[config.mk]
export PLATFORM = sky130hd
export DESIGN_NAME = cpu_trap_and_interrupt_entry_flat
export DESIGN_NICKNAME = d
export VERILOG_FILES = /design/src/rtl/core/trapent_pkg.sv /design/src/rtl/core/trapent_if.sv /design/src/rtl/core/cpu_trap_and_interrupt_entry.sv /design/src/flat_wrapper.sv
export VERILOG_INCLUDE_DIRS = /design/src /design/src/rtl/core
export SDC_FILE = /design/constraint.sdc
export NUM_CORES = 1
export LEC_CHECK = 0
export BUFFER_PORTS_ARGS = -buffer_cell sky130_fd_sc_hd__buf_2
export CAP_MARGIN = 40
export CORE_ASPECT_RATIO = 0.5
export CORE_UTILIZATION = 52
export DETAILED_ROUTE_END_ITERATION = 6
export GPL_TIMING_DRIVEN = 0
export PLACE_DENSITY = 0.85
export SKIP_LAST_GASP = 1
export SYNTH_ARGS = -nofsm -noshare
export SYNTH_HDL_FRONTEND = slang
export SYNTH_SLANG_ARGS = --single-unit
[constraint.sdc]
create_clock -name clk -period 5.53 [get_ports clk]
set_clock_uncertainty 0.05 [all_clocks]
set_input_delay 0.8295 -clock clk [delete_from_list [all_inputs] [get_ports clk]]
set_output_delay 0.8295 -clock clk [all_outputs]
set_load 0.02 [all_outputs]
[src/rtl/core/cpu_trap_and_interrupt_entry_macros.svh]
// Assertion macros for the trap and interrupt entry block.
// No dependencies; included by the files that carry assertions.
`ifndef CPU_TRAP_AND_INTERRUPT_ENTRY_MACROS_SVH
`define CPU_TRAP_AND_INTERRUPT_ENTRY_MACROS_SVH

`ifndef SYNTHESIS

// same-cycle implication
`define TRAPENT_ASSERT_IMPLIES(label, clk, rst, a, b) \
  label: assert property (@(posedge clk) disable iff (rst) (a) |-> (b)) \
    else $error("trap entry assertion failed");

// next-cycle implication
`define TRAPENT_ASSERT_NEXT(label, clk, rst, a, b) \
  label: assert property (@(posedge clk) disable iff (rst) (a) |=> (b)) \
    else $error("trap entry assertion failed");

`else

`define TRAPENT_ASSERT_IMPLIES(label, clk, rst, a, b)
`define TRAPENT_ASSERT_NEXT(label, clk, rst, a, b)

`endif

`endif

[src/rtl/core/trapent_pkg.sv]
// Shared constants of the trap and interrupt entry block.
// Used by the channel interfaces and the top level; no dependencies.
package trapent_pkg;

  localparam int unsigned OP_W   = 2;
  localparam int unsigned CODE_W = 16;
  localparam int unsigned WORD_W = 32;
  localparam int unsigned KIND_W = 2;
  localparam int unsigned ADDR_W = 4;

  localparam logic [OP_W-1:0] OP_INTERRUPT = 2'd0;
  localparam logic [OP_W-1:0] OP_EXCEPTION = 2'd1;
  localparam logic [OP_W-1:0] OP_PSW_WRITE = 2'd2;

  localparam logic [KIND_W-1:0] KIND_IGNORED  = 2'd0;
  localparam logic [KIND_W-1:0] KIND_REDIRECT = 2'd1;
  localparam logic [KIND_W-1:0] KIND_FATAL    = 2'd2;
  localparam logic [KIND_W-1:0] KIND_PSW      = 2'd3;

  // status word bit positions
  localparam int unsigned PSW_ID = 12;
  localparam int unsigned PSW_AE = 13;
  localparam int unsigned PSW_EP = 14;
  localparam int unsigned PSW_NP = 15;
  localparam int unsigned PSW_I_LO = 16;
  localparam int unsigned PSW_I_HI = 19;

  localparam logic [WORD_W-1:0] PSW_RESET     = 32'h0000_8000;
  localparam logic [WORD_W-1:0] VEC_INTERRUPT = 32'hFFFF_FE00;
  localparam logic [WORD_W-1:0] VEC_DUPLEXED  = 32'hFFFF_FFD0;
  localparam logic [WORD_W-1:0] VEC_EXCEPTION = 32'hFFFF_FF80;
  localparam logic [WORD_W-1:0] FATAL_TAG     = 32'hFFFF_0000;

  localparam logic [ADDR_W-1:0] DUMP_ADDR_CODE = 4'h0;
  localparam logic [ADDR_W-1:0] DUMP_ADDR_PSW  = 4'h4;
  localparam logic [ADDR_W-1:0] DUMP_ADDR_PC   = 4'h8;

endpackage

[src/rtl/core/trapent_if.sv]
// Valid/ready channel interfaces of the trap and interrupt entry block.
// Depends on trapent_pkg for field widths.
interface trapent_req_if import trapent_pkg::*; ();
  logic              valid;
  logic              ready;
  logic [OP_W-1:0]   operation;
  logic [CODE_W-1:0] code;
  logic [WORD_W-1:0] pc;
  logic [WORD_W-1:0] psw_value;

  modport source (output valid, operation, code, pc, psw_value, input ready);
  modport sink   (input valid, operation, code, pc, psw_value, output ready);
endinterface

interface trapent_rsp_if import trapent_pkg::*; ();
  logic              valid;
  logic              ready;
  logic [KIND_W-1:0] kind;
  logic [WORD_W-1:0] new_pc;
  logic [ADDR_W-1:0] store_addr;
  logic [WORD_W-1:0] store_data;
  logic              last;
  logic [WORD_W-1:0] psw_now;
  logic [WORD_W-1:0] eipc_now;
  logic [WORD_W-1:0] eipsw_now;
  logic [WORD_W-1:0] fepc_now;
  logic [WORD_W-1:0] fepsw_now;
  logic [WORD_W-1:0] ecr_now;

  modport source (output valid, kind, new_pc, store_addr, store_data, last, psw_now,
                  eipc_now, eipsw_now, fepc_now, fepsw_now, ecr_now, input ready);
  modport sink   (input valid, kind, new_pc, store_addr, store_data, last, psw_now,
                  eipc_now, eipsw_now, fepc_now, fepsw_now, ecr_now, output ready);
endinterface

[src/rtl/core/cpu_trap_and_interrupt_entry.sv]
// Top level of the trap and interrupt entry block: status word, save
// registers, event decode and result register. Depends on trapent_pkg,
// trapent_if.sv and cpu_trap_and_interrupt_entry_macros.svh.

// One event (interrupt request, exception or status word write) is taken per
// cycle while no dump is pending and the result side is not stalled, and gives
// its result in the next cycle from a result register; a new event is accepted
// while the previous result is being taken. A fatal exception (NP set) gives
// three store results, and the request side is held off until the dump
// sequencer has had the remaining two stores taken, longer when the result
// side stalls. The *_now fields show the status and save registers after the
// event of the result shown.
`include "cpu_trap_and_interrupt_entry_macros.svh"

module cpu_trap_and_interrupt_entry import trapent_pkg::*; (
  input logic         clk,
  input logic         rst,
  trapent_req_if.sink req,
  trapent_rsp_if.source rsp
);

  // architectural state
  logic [WORD_W-1:0] psw, eipc, eipsw, fepc, fepsw, ecr;
  logic [WORD_W-1:0] psw_next, eipc_next, eipsw_next, fepc_next, fepsw_next, ecr_next;

  // result register
  logic              out_valid;
  logic [KIND_W-1:0] out_kind;
  logic [WORD_W-1:0] out_new_pc;
  logic [ADDR_W-1:0] out_store_addr;
  logic [WORD_W-1:0] out_store_data;
  logic              out_last;

  // fatal dump sequencer
  logic [1:0]        beats_left;
  logic [WORD_W-1:0] dump_psw, dump_pc;

  logic              accept, out_fire;
  logic [KIND_W-1:0] res_kind;
  logic [WORD_W-1:0] res_new_pc, res_store_data;
  logic              res_last;
  logic              int_blocked;
  logic [3:0]        level, level_next;
  logic [3:0]        irq_code;

  assign req.ready = (beats_left == 2'd0) && (!out_valid || rsp.ready);
  assign accept    = req.valid && req.ready;
  assign out_fire  = out_valid && rsp.ready;

  assign level    = psw[PSW_I_HI:PSW_I_LO];
  assign irq_code = req.code[3:0];
  assign int_blocked = psw[PSW_NP] || psw[PSW_EP] || psw[PSW_ID] ||
                       (req.code[CODE_W-1:4] != '0) || (level > irq_code);
  assign level_next  = (irq_code == 4'hF) ? 4'hF : irq_code + 4'd1;

  always_comb begin
    psw_next       = psw;
    eipc_next      = eipc;
    eipsw_next     = eipsw;
    fepc_next      = fepc;
    fepsw_next     = fepsw;
    ecr_next       = ecr;
    res_kind       = KIND_IGNORED;
    res_new_pc     = '0;
    res_store_data = '0;
    res_last       = 1'b1;
    unique case (req.operation)
      OP_INTERRUPT: begin
        if (!int_blocked) begin
          eipc_next  = req.pc;
          eipsw_next = psw;
          ecr_next   = {ecr[WORD_W-1:CODE_W], 16'hFE00 | {8'h00, irq_code, 4'h0}};
          psw_next   = psw;
          psw_next[PSW_EP] = 1'b1;
          psw_next[PSW_ID] = 1'b1;
          psw_next[PSW_AE] = 1'b0;
          psw_next[PSW_I_HI:PSW_I_LO] = level_next;
          res_kind   = KIND_REDIRECT;
          res_new_pc = VEC_INTERRUPT | {24'h0, irq_code, 4'h0};
        end
      end
      OP_EXCEPTION: begin
        if (psw[PSW_NP]) begin
          // first of three dump stores; the rest come from the sequencer
          res_kind       = KIND_FATAL;
          res_store_data = FATAL_TAG | {16'h0, req.code};
          res_last       = 1'b0;
        end else if (psw[PSW_EP]) begin
          fepc_next  = req.pc;
          fepsw_next = psw;
          ecr_next   = {req.code, ecr[CODE_W-1:0]};
          psw_next   = psw;
          psw_next[PSW_NP] = 1'b1;
          psw_next[PSW_ID] = 1'b1;
          psw_next[PSW_AE] = 1'b0;
          res_kind   = KIND_REDIRECT;
          res_new_pc = VEC_DUPLEXED;
        end else begin
          eipc_next  = req.pc;
          eipsw_next = psw;
          ecr_next   = {ecr[WORD_W-1:CODE_W], req.code};
          psw_next   = psw;
          psw_next[PSW_EP] = 1'b1;
          psw_next[PSW_ID] = 1'b1;
          psw_next[PSW_AE] = 1'b0;
          res_kind   = KIND_REDIRECT;
          res_new_pc = VEC_EXCEPTION;
        end
      end
      OP_PSW_WRITE: begin
        psw_next = req.psw_value;
        res_kind = KIND_PSW;
      end
      default: begin
      end
    endcase
  end

  always_ff @(posedge clk) begin
    if (rst) begin
      psw        <= PSW_RESET;
      eipc       <= '0;
      eipsw      <= '0;
      fepc       <= '0;
      fepsw      <= '0;
      ecr        <= '0;
      out_valid  <= 1'b0;
      beats_left <= 2'd0;
    end else begin
      if (accept) begin
        psw        <= psw_next;
        eipc       <= eipc_next;
        eipsw      <= eipsw_next;
        fepc       <= fepc_next;
        fepsw      <= fepsw_next;
        ecr        <= ecr_next;
        out_valid  <= 1'b1;
        beats_left <= (res_kind == KIND_FATAL) ? 2'd2 : 2'd0;
      end else if (out_fire && beats_left != 2'd0) begin
        beats_left <= beats_left - 2'd1;
      end else if (out_fire) begin
        out_valid <= 1'b0;
      end
    end
  end

  // result payload and dump words
  always_ff @(posedge clk) begin
    if (accept) begin
      out_kind       <= res_kind;
      out_new_pc     <= res_new_pc;
      out_store_addr <= DUMP_ADDR_CODE;
      out_store_data <= res_store_data;
      out_last       <= res_last;
      dump_psw       <= psw;
      dump_pc        <= req.pc;
    end else if (out_fire && beats_left != 2'd0) begin
      out_kind   <= KIND_FATAL;
      out_new_pc <= '0;
      if (beats_left == 2'd2) begin
        out_store_addr <= DUMP_ADDR_PSW;
        out_store_data <= dump_psw;
        out_last       <= 1'b0;
      end else begin
        out_store_addr <= DUMP_ADDR_PC;
        out_store_data <= dump_pc;
        out_last       <= 1'b1;
      end
    end
  end

  assign rsp.valid      = out_valid;
  assign rsp.kind       = out_kind;
  assign rsp.new_pc     = out_new_pc;
  assign rsp.store_addr = out_store_addr;
  assign rsp.store_data = out_store_data;
  assign rsp.last       = out_last;
  assign rsp.psw_now    = psw;
  assign rsp.eipc_now   = eipc;
  assign rsp.eipsw_now  = eipsw;
  assign rsp.fepc_now   = fepc;
  assign rsp.fepsw_now  = fepsw;
  assign rsp.ecr_now    = ecr;

  `TRAPENT_ASSERT_IMPLIES(a_no_accept_in_dump, clk, rst, beats_left != 2'd0, !req.ready)
  `TRAPENT_ASSERT_NEXT(a_dump_continues, clk, rst, rsp.valid && rsp.ready && rsp.kind == KIND_FATAL && !rsp.last, rsp.valid && rsp.kind == KIND_FATAL)
  `TRAPENT_ASSERT_IMPLIES(a_redirect_sets_ep_or_np, clk, rst, rsp.valid && rsp.kind == KIND_REDIRECT, psw[PSW_EP] || psw[PSW_NP])

endmodule
[src/flat_wrapper.sv]
// flat-port wrapper written by rule: the top's interface ports become plain ports
module cpu_trap_and_interrupt_entry_flat import trapent_pkg::*;
  (clk, rst, req_valid, req_operation, req_code, req_pc, req_psw_value, req_ready, rsp_valid, rsp_kind, rsp_new_pc, rsp_store_addr, rsp_store_data, rsp_last, rsp_psw_now, rsp_eipc_now, rsp_eipsw_now, rsp_fepc_now, rsp_fepsw_now, rsp_ecr_now, rsp_ready);
  trapent_req_if req_i ();
  trapent_rsp_if rsp_i ();
  input logic clk;
  input logic rst;
  input wire logic [$bits(req_i.valid)-1:0] req_valid;
  input wire logic [$bits(req_i.operation)-1:0] req_operation;
  input wire logic [$bits(req_i.code)-1:0] req_code;
  input wire logic [$bits(req_i.pc)-1:0] req_pc;
  input wire logic [$bits(req_i.psw_value)-1:0] req_psw_value;
  output wire logic [$bits(req_i.ready)-1:0] req_ready;
  output wire logic [$bits(rsp_i.valid)-1:0] rsp_valid;
  output wire logic [$bits(rsp_i.kind)-1:0] rsp_kind;
  output wire logic [$bits(rsp_i.new_pc)-1:0] rsp_new_pc;
  output wire logic [$bits(rsp_i.store_addr)-1:0] rsp_store_addr;
  output wire logic [$bits(rsp_i.store_data)-1:0] rsp_store_data;
  output wire logic [$bits(rsp_i.last)-1:0] rsp_last;
  output wire logic [$bits(rsp_i.psw_now)-1:0] rsp_psw_now;
  output wire logic [$bits(rsp_i.eipc_now)-1:0] rsp_eipc_now;
  output wire logic [$bits(rsp_i.eipsw_now)-1:0] rsp_eipsw_now;
  output wire logic [$bits(rsp_i.fepc_now)-1:0] rsp_fepc_now;
  output wire logic [$bits(rsp_i.fepsw_now)-1:0] rsp_fepsw_now;
  output wire logic [$bits(rsp_i.ecr_now)-1:0] rsp_ecr_now;
  input wire logic [$bits(rsp_i.ready)-1:0] rsp_ready;
  assign req_i.valid = req_valid;
  assign req_i.operation = req_operation;
  assign req_i.code = req_code;
  assign req_i.pc = req_pc;
  assign req_i.psw_value = req_psw_value;
  assign req_ready = req_i.ready;
  assign rsp_valid = rsp_i.valid;
  assign rsp_kind = rsp_i.kind;
  assign rsp_new_pc = rsp_i.new_pc;
  assign rsp_store_addr = rsp_i.store_addr;
  assign rsp_store_data = rsp_i.store_data;
  assign rsp_last = rsp_i.last;
  assign rsp_psw_now = rsp_i.psw_now;
  assign rsp_eipc_now = rsp_i.eipc_now;
  assign rsp_eipsw_now = rsp_i.eipsw_now;
  assign rsp_fepc_now = rsp_i.fepc_now;
  assign rsp_fepsw_now = rsp_i.fepsw_now;
  assign rsp_ecr_now = rsp_i.ecr_now;
  assign rsp_i.ready = rsp_ready;
  cpu_trap_and_interrupt_entry u_core (.clk(clk), .rst(rst), .req(req_i), .rsp(rsp_i));
endmodule
==> reports/results.txt <==
number of buffers on the longest clock path: 3
CP Cell Sequence: clkbuf_1 -> inv_1 -> ha_1 -> nand4_1 -> nand2_1 -> a21oi_1 -> buf_2 -> clkbuf_1 -> o31ai_1 -> a21oi_1
failing checks: design-rule violations
reg2reg setup slack: 2.54 ns
final routed DRC violation total: 20
list of most frequent post-synthesis cells: sky130_fd_sc_hd__nand2_1 (214), sky130_fd_sc_hd__dfxtp_1 (196), sky130_fd_sc_hd__a21oi_1 (172)
post-synthesis async set-or-reset flop share: 0%
overall die area: 0.0243 sq mm
core region area: 0.0230 sq mm
Post-Synth XOR/XNOR Area: 0%
number of max-capacitance violations reported: 0
first-pass iteration count of the detailed router: 7
hold buffer count at CTS: 0
Clock H-tree levels: 1
setup repair after global routing missed its margin: false
final count of pins violating max slew: 0
share of Yosys cell area claimed by the top area cell type: 31.9%
total instance count after detailed placement: 1,882
Finished Layout Cells: 1,935
Power per Cell Area: 330 mW/mm^2
R2R depth: 8
number of sinks on the clock net: 301
area fraction in and, or, nand and nor cells after synthesis: 14.7%
global-route wire length before repair: 58,900 um
number of antenna violations at the first check in global routing: 3
per-instance average area after synthesis: 10.1 sq um
cell count after synthesis: 1,223
library cell contributing the largest single delay on the critical path: sky130_fd_sc_hd__a21oi_1
number of different library cells in the post-synthesis netlist: 52
crit path setup slack, layout: 2.40 ns
postcts setup bufs: 0
number of nets with antenna violations after detailed routing: 0
cell with the most instances after synthesis: sky130_fd_sc_hd__nand2_1
drt initial violations: 1,117
part of the cycle the worst path needs: 56.7%
largest cells by area after synthesis: sky130_fd_sc_hd__dfxtp_1 (32%), sky130_fd_sc_hd__edfxtp_1 (26%), sky130_fd_sc_hd__a21oi_1 (7.0%)
largest voltage drop on the vdd net: 0.000196 V
Placed Instance Area: 0.0145 sq mm
GRT Total Usage: 31.7%
clock tree root buffer cell: sky130_fd_sc_hd__clkbuf_16
final worst path period need: 3.13 ns
post-cts sizing count: 0
Total Wirelength: 39,700 um
maximum frequency from static timing analysis: 0.319 GHz
number of endpoints failing setup at the final stage: 0
Startpoint Class: input pin
signed area change from the synthesized netlist to the final layout: 25.7%
vias per std cell: 5.75
Total Negative Setup Slacks: 0 ns
clock transition at the registers of the reported paths: 0.07 ns
startpoint-to-endpoint class of the critical path: input pin to flop
worst stage delay on the critical path: 0.54 ns
placement row count: 39
number of inserted filler cells in the final layout: 1,840
post-synthesis instance area: 0.0123 sq mm
Initial Utilization: 53.4%
Leak: 0.00637 uW
worst min path class: flop to flop
number of flops mapped to enable cells by yosys: 105
dominant combinational cell family by area after synthesis: compound AO/OA/AOI/OAI gates
horizontal die dimension: 220 um
clock tree from TritonCTS: built
count of synthesis-stage warnings from yosys: 0
CP arrival: 3.56 ns
Die H: 111 um
I/O pin total: 351
sequential-to-total area share from yosys stat: 57.5%
required time of the critical path: 5.95 ns
Crit Path Max Fanout: 10
PortBufs: 342
pin slew with the least headroom to its limit: 0.845 ns
library cell occupying the most area in the post-synthesis netlist: sky130_fd_sc_hd__dfxtp_1
outcome: finished with violations
synthesis-stage register bit count: 301
total global routing overflow: 0
Critical Path End: u_core.rsp.eipsw_now[21]$_SDFFE_PP0P_
gp weighted congestion: 0.916
worst slack, placed: 1.96 ns
final net count: 1,703
portion of netlist area occupied by mux cells: 4.16%
number of hold violations in the final report: 0
WL per Instance: 20.5 um
start of the worst register-to-register path: u_core.rsp.psw_now[17]$_SDFFE_PP0P_
fraction of the mapped netlist area in compound gates: 14.7%
number of buffers created by CTS: 27
Detail Placement HPWL: 29,000 um
worst r2r dst: u_core.rsp.eipsw_now[24]$_SDFFE_PP0P_
Finished Cell Area: 0.0155 sq mm
worst setup path startpoint: req_code[2]
adder-cell share of the synthesized area: 1.22%
vias post-DR: 11,127
latest clock arrival within the worst-skew pair: 0.55 ns
vias in the first global route: 10,264
fraction of final layout cells with drive strength greater than 1: 30.4%
largest net degree at the start of global routing: 65
Max transition margin: 43.7%
CP endpoint kind: flop
final hold slack: 0.400 ns
most common flop cell mapped by yosys: sky130_fd_sc_hd__dfxtp_1
worst max-delay path, delay by kind of cell:
kind                     cells  cell delay [ns]
AO/OA/AOI/OAI                3             0.86
adder cells (fa/ha/maj)      1             0.34
buffers and inverters        4             1.34
AND/OR/NAND/NOR              2             0.18
per-stage QoR:
stage / total power [uW] / utilization [%]
5_1_grt: 5240 / 67.2
3_3_place_gp: 3110 / 62.6
3_5_place_dp: 3120 / 62.9
4_1_cts: 5100 / 67.1
2_1_floorplan: 2870 / -
6_report: 5100 / 67.2
layer usage:
layer / up-vias / share of wire (%) / GRT usage, % / routed length (um)
met5: - / 0 / 0 / 0
li1: 5085 / - / - / -
met2: 628 / 45 / 49.8 / 17900
met1: 5296 / 41 / 42.6 / 16200
met3: 118 / 10 / 8.15 / 4150
met4: 0 / 3.9 / 10.8 / 1560
state kept, by name, summed over array words and instances, names as in the netlist:
register / count
u_core.rsp.store_addr: 2
u_core.rsp.store_data: 32
u_core.beats_left: 2
u_core.dump_psw: 32
u_core.rsp.last: 1
u_core.rsp.fepc_now: 32
u_core.rsp.ecr_now: 32
u_core.rsp.fepsw_now: 31
u_core.dump_pc: 32
u_core.rsp.psw_now: 32
u_core.rsp.eipc_now: 32
u_core.rsp.kind: 2
u_core.rsp.valid: 1
u_core.rsp.eipsw_now: 32
u_core.rsp.new_pc: 6
layout by cell type, fill, tap and decap left out, types with 4 or more instances in the layout:
cell type,synthesis,layout
sky130_fd_sc_hd__conb_1,1,7
sky130_fd_sc_hd__a21oi_1,172,172
sky130_fd_sc_hd__a211oi_1,4,4
sky130_fd_sc_hd__clkbuf_16,0,29
sky130_fd_sc_hd__o211ai_1,4,4
sky130_fd_sc_hd__mux2i_1,50,50
sky130_fd_sc_hd__nand3_1,34,34
sky130_fd_sc_hd__a31oi_1,13,13
sky130_fd_sc_hd__o31ai_1,56,56
sky130_fd_sc_hd__nand2_1,214,214
sky130_fd_sc_hd__nor2b_1,8,8
sky130_fd_sc_hd__buf_4,64,65
sky130_fd_sc_hd__nor2_1,11,11
sky130_fd_sc_hd__clkinv_2,0,5
sky130_fd_sc_hd__nand2b_1,28,28
sky130_fd_sc_hd__inv_1,9,8
sky130_fd_sc_hd__edfxtp_1,105,105
sky130_fd_sc_hd__buf_2,15,357
sky130_fd_sc_hd__clkbuf_1,74,74
sky130_fd_sc_hd__clkbuf_8,0,4
sky130_fd_sc_hd__a311oi_1,7,7
sky130_fd_sc_hd__o21ai_0,35,35
sky130_fd_sc_hd__nand4_1,57,57
sky130_fd_sc_hd__dfxtp_1,196,196
sky130_fd_sc_hd__buf_1,4,4
sky130_fd_sc_hd__ha_1,12,12
sky130_fd_sc_hd__buf_6,5,7
where the power goes:
group | switching, uW | leakage, uW | internal [uW] | total (uW)
combinational | 418 | 0.00329 | 204 | 623
clock | 861 | 0.000474 | 1150 | 2010
sequential | 52.0 | 0.00260 | 2420 | 2470
how the worst min path moves through the flow:
| stage | startpoint | to | slack, ns | cells past startpoint |
|---|---|---|---|---|
| global placement | u_core.rsp.fepsw_now[30]$_SDFFE_PP0P_ | u_core.rsp.fepsw_now[30]$_SDFFE_PP0P_ | 0.39 | 2 |
| finish | u_core.rsp.ecr_now[31]$_SDFFE_PP0P_ | u_core.rsp.ecr_now[31]$_SDFFE_PP0P_ | 0.40 | 2 |
| floorplan | u_core.rsp.psw_now[13]$_SDFFE_PP0P_ | u_core.dump_psw[13]$_DFFE_PP_ | 0.40 | 0 |
| detailed placement | u_core.rsp.fepsw_now[9]$_SDFFE_PP0P_ | u_core.rsp.fepsw_now[9]$_SDFFE_PP0P_ | 0.39 | 2 |
| CTS | u_core.rsp.fepsw_now[9]$_SDFFE_PP0P_ | u_core.rsp.fepsw_now[9]$_SDFFE_PP0P_ | 0.40 | 2 |
| global route | u_core.rsp.fepc_now[13]$_SDFFE_PP0P_ | u_core.rsp.fepc_now[13]$_SDFFE_PP0P_ | 0.42 | 2 |
kinds of logic after synthesis:
family	Yosys count
AND/OR/NAND/NOR	377
AO/OA/AOI/OAI	309
flip-flops	301
buffers and inverters	172
multiplexers	51
adder cells (fa/ha/maj)	12
other	1
cell type report:
cell class / count / area, sq um / share of cell area (%)
diodes: 3 / 7.51 / 0.0485
clock inverters: 15 / 168 / 1.08
multi-input cells: 756 / 4310 / 27.9
inverters: 10 / 40.0 / 0.259
well taps: 307 / 384 / 2.48
plain buffers: 162 / 908 / 5.87
repair buffers: 347 / 1790 / 11.6
flip-flops and latches: 301 / 7080 / 45.7
clock buffers: 34 / 785 / 5.07
No activity file was read; power rests on OpenSTA's default activity.
